===== src/sv/assert_macros.svh =====
// Assertion helpers used by the top-level RTL file.
// Each macro expects clk and rst_n in scope.
`ifndef ASSERT_MACROS_SVH
`define ASSERT_MACROS_SVH

// Same-cycle implication, checked outside reset.
`define ASSERT_IMPL(lbl, ante, cons, msg) \
  lbl: assert property (@(posedge clk) disable iff (!rst_n) (ante) |-> (cons)) \
    else $error(msg);

// Next-cycle implication, checked outside reset.
`define ASSERT_NEXT(lbl, ante, cons, msg) \
  lbl: assert property (@(posedge clk) disable iff (!rst_n) (ante) |=> (cons)) \
    else $error(msg);

`endif


===== src/sv/e2cal_pkg.sv =====
// ----------------------------------------------------------------------------
// e2cal_pkg
// Field widths, divider reciprocals and month tables for the seconds to
// calendar converter.
// ----------------------------------------------------------------------------
package e2cal_pkg;

  localparam int SEC_W   = 32;
  localparam int DAYS_W  = 16;   // day count since the epoch, max 49710
  localparam int SOD_W   = 17;   // seconds of day, below 86400
  localparam int CYC_W   = 6;    // four-year cycle count, max 34
  localparam int DIC_W   = 11;   // day within a four-year period, below 1461
  localparam int YD_W    = 9;    // day within a year, below 366
  localparam int REM_W   = 12;   // seconds within an hour, below 3600

  localparam int WD_W    = 3;
  localparam int YEAR_W  = 12;
  localparam int MONTH_W = 4;
  localparam int DOM_W   = 5;
  localparam int HOUR_W  = 5;
  localparam int MIN_W   = 6;
  localparam int SECF_W  = 6;

  localparam int OUT_FIELDS_W = WD_W + YEAR_W + MONTH_W + DOM_W + HOUR_W + MIN_W + SECF_W;
  localparam int OUT_DATA_W   = ((OUT_FIELDS_W + 7) / 8) * 8;

  localparam logic [16:0] DAY_SEC     = 17'd86400;
  localparam logic [10:0] CYCLE_DAYS  = 11'd1461;
  localparam logic [11:0] HOUR_SEC    = 12'd3600;
  localparam logic [5:0]  MIN_SEC     = 6'd60;
  localparam logic [11:0] YEAR_BASE   = 12'd1970;
  localparam logic [2:0]  EPOCH_WDAY  = 3'd4;   // 1970-01-01 was a Thursday

  // floor(x / 86400) = (x[31:7] * DAY_RECIP) >> 35
  localparam logic [25:0] DAY_RECIP   = 26'd50903317;
  localparam int          DAY_SHIFT   = 35;
  // floor(d / 1461) = (d * CYCLE_RECIP) >> 27 for d < 2^16
  localparam logic [16:0] CYCLE_RECIP = 17'd91868;
  localparam int          CYCLE_SHIFT = 27;
  // floor(s / 3600) = (s * HOUR_RECIP) >> 29 for s < 2^17
  localparam logic [17:0] HOUR_RECIP  = 18'd149131;
  localparam int          HOUR_SHIFT  = 29;
  // floor(r / 60) = (r * MIN_RECIP) >> 18 for r < 2^12
  localparam logic [12:0] MIN_RECIP   = 13'd4370;
  localparam int          MIN_SHIFT   = 18;

  // Day offsets of the years inside a four-year cycle; the third is leap.
  localparam logic [DIC_W-1:0] YEAR1_START = 11'd365;
  localparam logic [DIC_W-1:0] YEAR2_START = 11'd730;
  localparam logic [DIC_W-1:0] YEAR3_START = 11'd1096;

  typedef logic [YD_W-1:0] month_start_t [12];

  localparam month_start_t COMMON_START = '{
    9'd0, 9'd31, 9'd59, 9'd90, 9'd120, 9'd151,
    9'd181, 9'd212, 9'd243, 9'd273, 9'd304, 9'd334
  };
  localparam month_start_t LEAP_START = '{
    9'd0, 9'd31, 9'd60, 9'd91, 9'd121, 9'd152,
    9'd182, 9'd213, 9'd244, 9'd274, 9'd305, 9'd335
  };

  localparam logic [MONTH_W-1:0] MONTH_MAX = 4'd11;

endpackage


===== src/sv/e2cal_day_split.sv =====
// ----------------------------------------------------------------------------
// e2cal_day_split
// Splits seconds since the epoch into a day count and seconds of day, and
// derives the weekday. Two register stages.
// ----------------------------------------------------------------------------
module e2cal_day_split import e2cal_pkg::*; (
  input  logic              clk,
  input  logic              en,
  input  logic [SEC_W-1:0]  secs,
  output logic [DAYS_W-1:0] days,
  output logic [SOD_W-1:0]  sod,
  output logic [WD_W-1:0]   wday
);

  logic [SEC_W-1:0]  t1_r;
  logic [DAYS_W-1:0] days1_r, days2_r;
  logic [SOD_W-1:0]  sod2_r;
  logic [WD_W-1:0]   wd2_r;

  logic [50:0]       day_prod;
  logic [DAYS_W-1:0] days1_nxt;
  logic [32:0]       day_sec_prod;
  logic [32:0]       sod_full;
  logic [SOD_W-1:0]  wd_arg;

  // x mod 7 by folding octal digits, since 8 = 1 mod 7
  function automatic logic [WD_W-1:0] mod7(input logic [SOD_W-1:0] x);
    logic [5:0] s1;
    logic [3:0] s2;
    logic [3:0] s3;
    s1 = 6'(x[2:0]) + 6'(x[5:3]) + 6'(x[8:6]) + 6'(x[11:9]) + 6'(x[14:12])
       + 6'(x[16:15]);
    s2 = 4'(s1[2:0]) + 4'(s1[5:3]);
    s3 = 4'(s2[2:0]) + 4'(s2[3]);
    if (s3 >= 4'd7) begin
      s3 = s3 - 4'd7;
    end
    return s3[WD_W-1:0];
  endfunction

  assign day_prod  = 51'(secs[SEC_W-1:7]) * 51'(DAY_RECIP);
  assign days1_nxt = day_prod[DAY_SHIFT +: DAYS_W];

  assign day_sec_prod = 33'(days1_r) * 33'(DAY_SEC);
  assign sod_full     = 33'(t1_r) - day_sec_prod;
  assign wd_arg       = 17'(days1_r) + 17'(EPOCH_WDAY);

  always_ff @(posedge clk) begin
    if (en) begin
      t1_r    <= secs;
      days1_r <= days1_nxt;
      days2_r <= days1_r;
      sod2_r  <= sod_full[SOD_W-1:0];
      wd2_r   <= mod7(wd_arg);
    end
  end

  assign days = days2_r;
  assign sod  = sod2_r;
  assign wday = wd2_r;

endmodule


===== src/sv/e2cal_date.sv =====
// ----------------------------------------------------------------------------
// e2cal_date
// Turns a day count into year, month index and day of month using four-year
// cycles of 1461 days. Three register stages, month lookup after the last.
// ----------------------------------------------------------------------------
module e2cal_date import e2cal_pkg::*; (
  input  logic               clk,
  input  logic               en,
  input  logic [DAYS_W-1:0]  days,
  output logic [YEAR_W-1:0]  year,
  output logic [MONTH_W-1:0] month,
  output logic [DOM_W-1:0]   dom
);

  logic [CYC_W-1:0]  cyc3_r, cyc4_r;
  logic [DAYS_W-1:0] days3_r;
  logic [DIC_W-1:0]  dic4_r;
  logic [YEAR_W-1:0] yr5_r;
  logic [YD_W-1:0]   yd5_r;
  logic              leap5_r;

  logic [32:0]       cyc_prod;
  logic [16:0]       cyc_days;
  logic [DAYS_W-1:0] dic_full;
  logic [1:0]        yidx_nxt;
  logic [DIC_W-1:0]  yd_nxt;
  logic              leap_nxt;
  logic [YEAR_W-1:0] yr_nxt;

  month_start_t      starts;
  logic [3:0]        mcnt;
  logic [YD_W-1:0]   dom_full;

  assign cyc_prod = 33'(days) * 33'(CYCLE_RECIP);
  assign cyc_days = 17'(cyc3_r) * 17'(CYCLE_DAYS);
  assign dic_full = days3_r - cyc_days[DAYS_W-1:0];

  always_comb begin
    leap_nxt = 1'b0;
    if (dic4_r < YEAR1_START) begin
      yidx_nxt = 2'd0;
      yd_nxt   = dic4_r;
    end else if (dic4_r < YEAR2_START) begin
      yidx_nxt = 2'd1;
      yd_nxt   = dic4_r - YEAR1_START;
    end else if (dic4_r < YEAR3_START) begin
      yidx_nxt = 2'd2;
      yd_nxt   = dic4_r - YEAR2_START;
      leap_nxt = 1'b1;
    end else begin
      yidx_nxt = 2'd3;
      yd_nxt   = dic4_r - YEAR3_START;
    end
    yr_nxt = YEAR_BASE + 12'({cyc4_r, yidx_nxt});
  end

  always_ff @(posedge clk) begin
    if (en) begin
      cyc3_r  <= cyc_prod[CYCLE_SHIFT +: CYC_W];
      days3_r <= days;
      cyc4_r  <= cyc3_r;
      dic4_r  <= dic_full[DIC_W-1:0];
      yr5_r   <= yr_nxt;
      yd5_r   <= yd_nxt[YD_W-1:0];
      leap5_r <= leap_nxt;
    end
  end

  // Month = number of later month starts already passed.
  always_comb begin
    starts = leap5_r ? LEAP_START : COMMON_START;
    mcnt   = 4'd0;
    for (int i = 1; i < 12; i++) begin
      if (yd5_r >= starts[i]) begin
        mcnt = mcnt + 4'd1;
      end
    end
    dom_full = yd5_r - starts[mcnt] + 9'd1;
  end

  assign year  = yr5_r;
  assign month = mcnt;
  assign dom   = dom_full[DOM_W-1:0];

endmodule


===== src/sv/e2cal_time.sv =====
// ----------------------------------------------------------------------------
// e2cal_time
// Splits seconds of day into hour, minute and second. Three register stages,
// the second is finished after the last.
// ----------------------------------------------------------------------------
module e2cal_time import e2cal_pkg::*; (
  input  logic              clk,
  input  logic              en,
  input  logic [SOD_W-1:0]  sod,
  output logic [HOUR_W-1:0] hour,
  output logic [MIN_W-1:0]  minute,
  output logic [SECF_W-1:0] second
);

  logic [HOUR_W-1:0] hr3_r, hr4_r, hr5_r;
  logic [SOD_W-1:0]  sod3_r;
  logic [REM_W-1:0]  rem4_r, rem5_r;
  logic [MIN_W-1:0]  mi5_r;

  logic [34:0]       hr_prod;
  logic [16:0]       hr_secs;
  logic [SOD_W-1:0]  rem_full;
  logic [24:0]       mi_prod;
  logic [REM_W-1:0]  mi_secs;
  logic [REM_W-1:0]  se_full;

  assign hr_prod  = 35'(sod) * 35'(HOUR_RECIP);
  assign hr_secs  = 17'(hr3_r) * 17'(HOUR_SEC);
  assign rem_full = sod3_r - hr_secs;
  assign mi_prod  = 25'(rem4_r) * 25'(MIN_RECIP);

  always_ff @(posedge clk) begin
    if (en) begin
      hr3_r  <= hr_prod[HOUR_SHIFT +: HOUR_W];
      sod3_r <= sod;
      hr4_r  <= hr3_r;
      rem4_r <= rem_full[REM_W-1:0];
      hr5_r  <= hr4_r;
      rem5_r <= rem4_r;
      mi5_r  <= mi_prod[MIN_SHIFT +: MIN_W];
    end
  end

  assign mi_secs = 12'(mi5_r) * 12'(MIN_SEC);
  assign se_full = rem5_r - mi_secs;

  assign hour   = hr5_r;
  assign minute = mi5_r;
  assign second = se_full[SECF_W-1:0];

endmodule


===== src/sv/epoch_seconds_to_calendar.sv =====
// ----------------------------------------------------------------------------
// epoch_seconds_to_calendar
// Converts seconds since 1970-01-01 00:00:00 into weekday, year, month, day
// of month, hour, minute and second (plain every-fourth-year leap rule).
//
// Input: one 32-bit seconds count per transaction on in_tvalid/in_tready.
// Output: one calendar result per input transaction on out_tvalid/out_tready,
// in input order.
// Stages: input register, five arithmetic stages, output register. Throughput:
// one transaction per cycle unless stalled; in each stage, the day, date and
// time paths each hold at most one multiply by a constant reciprocal.
// Stall: the whole pipeline advances together; while a result sits in the
// output register and out_tready is low, every stage holds and in_tready
// drops. In-flight items are never lost or duplicated.
// Reset: rst_n clears all stage valid flags and the output valid flag; the
// data registers are not reset.
// ----------------------------------------------------------------------------
`include "assert_macros.svh"

module epoch_seconds_to_calendar import e2cal_pkg::*; (
  input  logic                  clk,
  input  logic                  rst_n,
  input  logic                  in_tvalid,
  output logic                  in_tready,
  input  logic [SEC_W-1:0]      in_tdata,   // [31:0] epoch_seconds
  output logic                  out_tvalid,
  input  logic                  out_tready,
  // [2:0] weekday, [14:3] year, [18:15] month, [23:19] day_of_month,
  // [28:24] hour, [34:29] minute, [40:35] second, [47:41] zero
  output logic [OUT_DATA_W-1:0] out_tdata
);

  localparam int STAGES = 6;

  logic                  en;
  logic [STAGES-1:0]     v_r, v_nxt;
  logic                  out_valid_r;
  logic [SEC_W-1:0]      t0_r;
  logic [WD_W-1:0]       wd3_r, wd4_r, wd5_r;

  logic [DAYS_W-1:0]     days2;
  logic [SOD_W-1:0]      sod2;
  logic [WD_W-1:0]       wd2;
  logic [YEAR_W-1:0]     year5;
  logic [MONTH_W-1:0]    month5;
  logic [DOM_W-1:0]      dom5;
  logic [HOUR_W-1:0]     hour5;
  logic [MIN_W-1:0]      min5;
  logic [SECF_W-1:0]     sec5;
  logic [OUT_DATA_W-1:0] out_data_r, out_data_nxt;
  logic                  time_ok;
  logic                  date_ok;

  // Advance every stage unless a finished result is waiting on the receiver.
  assign en        = !out_valid_r || out_tready;
  assign in_tready = en;
  assign v_nxt     = {v_r[STAGES-2:0], in_tvalid};

  always_ff @(posedge clk) begin
    if (!rst_n) begin
      v_r         <= '0;
      out_valid_r <= 1'b0;
    end else if (en) begin
      v_r         <= v_nxt;
      out_valid_r <= v_r[STAGES-1];
    end
  end

  e2cal_day_split u_split (
    .clk  (clk),
    .en   (en),
    .secs (t0_r),
    .days (days2),
    .sod  (sod2),
    .wday (wd2)
  );

  e2cal_date u_date (
    .clk   (clk),
    .en    (en),
    .days  (days2),
    .year  (year5),
    .month (month5),
    .dom   (dom5)
  );

  e2cal_time u_time (
    .clk    (clk),
    .en     (en),
    .sod    (sod2),
    .hour   (hour5),
    .minute (min5),
    .second (sec5)
  );

  assign out_data_nxt = OUT_DATA_W'({sec5, min5, hour5, dom5, month5, year5, wd5_r});

  always_ff @(posedge clk) begin
    if (en) begin
      t0_r       <= in_tdata;
      wd3_r      <= wd2;
      wd4_r      <= wd3_r;
      wd5_r      <= wd4_r;
      out_data_r <= out_data_nxt;
    end
  end

  assign out_tvalid = out_valid_r;
  assign out_tdata  = out_data_r;

  assign time_ok = (out_data_r[28:24] <= 5'd23) && (out_data_r[34:29] <= 6'd59) &&
                   (out_data_r[40:35] <= 6'd59);
  assign date_ok = (out_data_r[18:15] <= MONTH_MAX) && (out_data_r[23:19] != 5'd0) &&
                   (out_data_r[14:3] >= YEAR_BASE) && (out_data_r[14:3] <= 12'd2106);

  `ASSERT_IMPL(a_sod_range, v_r[2], sod2 < DAY_SEC, "seconds of day out of range")
  `ASSERT_IMPL(a_time_range, out_valid_r, time_ok, "time field out of range")
  `ASSERT_IMPL(a_date_range, out_valid_r, date_ok, "date field out of range")
  `ASSERT_NEXT(a_stall_hold, !en, $stable(v_r) && out_valid_r, "pipeline moved during stall")

endmodule


===== config.mk =====
export PLATFORM = sky130hd
export DESIGN_NAME = epoch_seconds_to_calendar
export DESIGN_NICKNAME = d
export VERILOG_FILES = /design/src/sv/e2cal_pkg.sv /design/src/sv/e2cal_day_split.sv /design/src/sv/e2cal_date.sv /design/src/sv/e2cal_time.sv /design/src/sv/epoch_seconds_to_calendar.sv
export VERILOG_INCLUDE_DIRS = /design/src /design/src/sv
export SDC_FILE = /design/constraint.sdc
export NUM_CORES = 2
export LEC_CHECK = 0
export ABC_AREA = 1
export ABC_CLOCK_PERIOD_IN_PS = 25600
export BUFFER_PORTS_ARGS = -buffer_cell sky130_fd_sc_hd__buf_2
export CORE_MARGIN = 2
export CORE_UTILIZATION = 56
export CTS_BUF_LIST = sky130_fd_sc_hd__clkbuf_16
export DETAILED_ROUTE_END_ITERATION = 10
export PLACE_DENSITY = 0.82
export SLEW_MARGIN = 20
export SYNTH_ARGS = -nofsm -noshare
export SYNTH_HDL_FRONTEND = slang
export SYNTH_SLANG_ARGS = --single-unit

===== constraint.sdc =====
create_clock -name clk -period 25.6 [get_ports clk]
set_input_delay 7.68 -clock clk [delete_from_list [all_inputs] [get_ports clk]]
set_output_delay 7.68 -clock clk [all_outputs]
set_load 0.005 [all_outputs]

# Yosys cells after proc, flatten, opt, wreduce, memory -nomap -nowiden
# Cells that the tools add are included.
# op_classes
addsub,29
mul,8
n_lt_le_gt_ge,16
mux,23
bitwise,1
n_reduce_logical,3
# ops
operator,count
84-bit two-way mux,1
9-bit greater-or-equal comparator,9
"25-bit by 26-bit multiplier with 51-bit output, second input constant",1
4-bit two-way mux,10
"4-bit by 1-bit adder with 4-bit output, second input constant",9
9-bit binary-select mux with 4-bit select,1
"17-bit by 18-bit multiplier with 34-bit output, second input constant",1
"16-bit by 15-bit multiplier with 31-bit output, second input constant",1
9-bit two-way mux,3
"12-bit by 12-bit multiplier with 23-bit output, second input constant",1
6-bit by 3-bit adder with 6-bit output,3
"16-bit by 3-bit adder with 17-bit output, second input constant",1
17-bit subtractor,1
"16-bit by 10-bit multiplier with 10-bit output, second input constant",1
"11-bit by 8-bit adder with 12-bit output, first input constant",1
12-bit subtractor,1
"11-bit by 10-bit < comparator with 1-bit output, second input constant",1
"11-bit < comparator, second input constant",1
"11-bit by 9-bit < comparator with 1-bit output, second input constant",1
"6-bit by 11-bit multiplier with 11-bit output, second input constant",1
11-bit subtractor,1
5-bit two-way mux,2
"9-bit by 5-bit greater-or-equal comparator with 1-bit output, second input constant",1
9-bit by 6-bit greater-or-equal comparator with 1-bit output,1
other kinds (22),26
# totals
regBits,265
inputBits,36
out_inout_bits,50
wordCells,106

# Depth between registers and ports, before layout
# logic_depth
word_depth,28
ltp_mapped,58
mapped_depth_nobuf,58

# Modules after synthesis
# Synthesis repeated with hierarchy kept, for this count alone.
# hier_totals
hier_cells,4138
area_unflattened_um2,37115.6
# by_module_without_submodules
module,n_inst,cells_each,area_per_inst_um2,seq_area_each_um2
e2cal_day_split,1,1889,15539.9,2072.0
e2cal_date,1,1172,10231.1,1681.6
e2cal_time,1,944,8524.4,1531.5
epoch_seconds_to_calendar,1,133,2820.2,2602.5

# Worst setup path after synthesis
# No wires, ideal clock.
# synth_timing
path_type,input to output
start,input port out_tready
end,output port in_tready
arrival_ps,12866
required_time_ps,17920
path_slack_ps,5054
path_stages,2
n_path_buf,0
path_cell_list,nor2_1 inv_1
# synth_between
elab_chain_cells,1
# synth_lines
element,line_no,source
start: declaration,epoch_seconds_to_calendar.sv:27,"input logic out_tready,"
1-bit logical OR,epoch_seconds_to_calendar.sv:55,assign en = !out_valid_r || out_tready;
end: declaration,epoch_seconds_to_calendar.sv:24,"output logic in_tready,"
# No other way between the ends.

# Final worst setup path
# Ends and elaborated chain as after synthesis.

==> metrics.txt <==
fraction of final layout cells sized beyond drive strength 1=under 10%; Worst Setup End Kind=primary output; Die Wd=between 200 and 250 µm; area of the core=~60000 µm²; Ys Warns=0; total gr overflow=0; Worst Hold Class=reg2reg; number of iterations in the first detailed-routing pass=5; setup bufs post-CTS=0; Fin. Hold Viols=0; Top Metal Used=met4; RSZ-0062 raised after global routing=false; clock transition time at the flip-flop clock pins of the worst setup and hold paths=~0.06 ns; r2r setup slk=around 17 ns; largest area contributor in the netlist=sky130_fd_sc_hd__ha_1; FF-to-FF Start=u_date.leap5_r; Detailed Route WL=approximately 67 mm; DP Wirelength=roughly 56 mm; Worst Hold Path Cells=0; worst slew pin tran=about 0.97 ns; maximum number of pins on one net before global-route repair=between 150 and 200; CTS resizes=0; signed area change from the synthesized netlist to the final layout=7.020%; final period utilization=about 65%; number of flops mapped to enable cells by yosys=between 200 and 300; post-synthesis sequential area ratio=23.36%; total number of vias=22295; IO Pins=86; CTS HTree Levels=1; hold_buf cts=0; mean area per synthesized cell=around 10 µm²; share of flip-flops with an asynchronous set or reset after synthesis=0%; Rel. slew slack=between 30% and 40%; full die area=between 60000 and 70000 µm²; Routed Antenna Nets=0; DRC errors left=0; most repeated cell in the gate-level netlist after synthesis=sky130_fd_sc_hd__inv_1; max-cap check violation count=0; Post-Route M1 WL=between 20 and 30 mm; data arrival time of the worst path=~9.0 ns; maximum fanout count along the critical path=~110; achievable frequency=~60 MHz; TritonCTS Sinks=between 200 and 300; cell seen most often among critical-path stages=sky130_fd_sc_hd__buf_2; count of buffers from port buffering=78; count of pins over their slew limit=0; Fin Clk Skew=approximately 0.018 ns; synth unique cells=52; total inserted antenna cells=0; setup tns final=0 ns; FF-to-FF End=out_tdata[23]; area of the mapped netlist=33760 µm²; CTS tree=built; Critical Path, Cell by Cell=buf_2 > nor2_1 > inv_8 > buf_2; detail-routed via count per cell=between 5 and 6; drt first-iter violations=roughly 1200; Std-Cell Rows=90; top cell type's share of synthesized area=between 20% and 30%; maximum cell stage delay along the critical path=just over 0.5 ns; gr usage total=between 20% and 30%; number of global-route vias before repair=approximately 24000; Max Buffers Root-to-Sink=3; final routed wire length divided by cell count=approximately 16 µm; first-pass GRT wire length=approximately 110 mm; clk_lat worst skew=approximately 0.6 ns; top cell types by occurrence after synthesis=sky130_fd_sc_hd__inv_1 (786), sky130_fd_sc_hd__ha_1 (739), sky130_fd_sc_hd__fa_1 (387); WHS Endpoint=out_tdata[10]; kind of start point of the critical path=input pin; length of routed met2 wiring=~35 mm; clock period minus worst slack=~17 ns; WL met3=2.686 mm; Chip Height=approximately 250 µm; count of cells along the worst register-to-register path=56; final number of setup-violating endpoints=0; Post-synth top flop=sky130_fd_sc_hd__edfxtp_1; number of CTS-inserted buffers=31; Worst EP required=between 15 and 20 ns; effective utilization at floorplan=between 50 and 60%; number of instances in the synthesized netlist=about 3300; outcome=finished clean; clk root buf=sky130_fd_sc_hd__clkbuf_16; synth top area cells=sky130_fd_sc_hd__ha_1 (27%), sky130_fd_sc_hd__edfxtp_1 (23%), sky130_fd_sc_hd__fa_1 (23%); beginning of the worst hold path=u_date.year[7]; class of the most critical setup path=in2out; FF+latch count, synth=~270; number of nets in the final layout=~4600; Final Wtd Congestion=just over 0.9; initial antenna violation count=0; critical path's slowest cell=sky130_fd_sc_hd__nor2_1
layout by cell type (no fill, tap or decap), types with 21 or more instances in the layout:
cell / instances
sky130_fd_sc_hd__inv_1: 790
sky130_fd_sc_hd__ha_1: 739
sky130_fd_sc_hd__fa_1: 387
sky130_fd_sc_hd__nand2_1: 299
sky130_fd_sc_hd__edfxtp_1: 258
sky130_fd_sc_hd__a21oi_1: 160
sky130_fd_sc_hd__nor2_1: 140
sky130_fd_sc_hd__o21ai_0: 87
sky130_fd_sc_hd__xor2_1: 81
sky130_fd_sc_hd__buf_2: 78
sky130_fd_sc_hd__nand3_1: 74
sky130_fd_sc_hd__xnor2_1: 48
sky130_fd_sc_hd__clkbuf_16: 31
sky130_fd_sc_hd__nor3_1: 23
sky130_fd_sc_hd__nand4_1: 22
sky130_fd_sc_hd__nand2_2: 21
cell type report:
| type | count | area [µm²] |
|---|---|---|
| multi-input combinational | 2218 | 22830 |
| fill | 4743 | 23890 |
| clock inverter | 27 | 251.5 |
| inverter | 796 | 2995 |
| sequential | 265 | 7888 |
| timing repair buffer | 79 | 410.4 |
| tap | 782 | 978.4 |
| clock buffer | 31 | 775.7 |
worst max path at each step:
stage                          start        end
after global routing      out_tready  in_tready
after CTS                 out_tready  in_tready
after global placement    out_tready  in_tready
after detailed placement  out_tready  in_tready
after floorplan           out_tready  in_tready
final                     out_tready  in_tready
per-stage QoR:
step | cell area [µm²] | utilization (%) | hold WS, ns | worst slack, ns | instances
global route | 36130 | 60.19 | 0.4150 | 8.855 | 4198
CTS | 36130 | 60.19 | 0.4091 | 8.926 | 4198
detailed placement | 35100 | 58.48 | 0.4045 | 8.916 | 4140
floorplan | 33780 | - | 0.4003 | 5.054 | 3290
finish | 36130 | 60.19 | 0.4115 | 8.935 | 4198
global placement | 35100 | 58.48 | 0.4008 | 8.958 | 4140
per-layer routing:
metal	vias to the layer above	GRT usage [%]
met5	-	0
met4	0	6.971
met3	163	2.138
met2	500	41.50
met1	10747	26.77
li1	10885	-
flip-flops by register name, summed over array words and instances (netlist names), 5 cells and up:
name and count:
u_time.rem5_r 6, v_r 6, u_date.cyc3_r 6, u_time.minute 6, u_split.days 16, u_split.t1_r 17, u_time.sod3_r 12, u_date.yd5_r 9
u_split.days1_r 16, u_date.dic4_r 11, u_time.hr4_r 5, u_time.hour 5, out_tdata 41, u_date.days3_r 11, u_date.cyc4_r 6, u_split.sod 17
u_date.year 12, t0_r 32, u_time.hr3_r 5, u_time.rem4_r 12
worst max-delay path: cells and delay by family:
kind	cells	cell delay, ns
buffers and inverters	3	0.71
and+or+nand+nor	1	0.51
cells by family after synthesis:
kind of cell    share of synthesized area, %
buf+inv                                9.077
xor+xnor                               3.347
simple gates                           8.176
compound gates                         5.652
mux                                  0.03335
flops                                  23.36
other cells                          0.01111
fa+ha+maj                              50.34
Power is not shown: default switching activity piles up to over one toggle a cycle in this logic, so the estimate is an artifact.
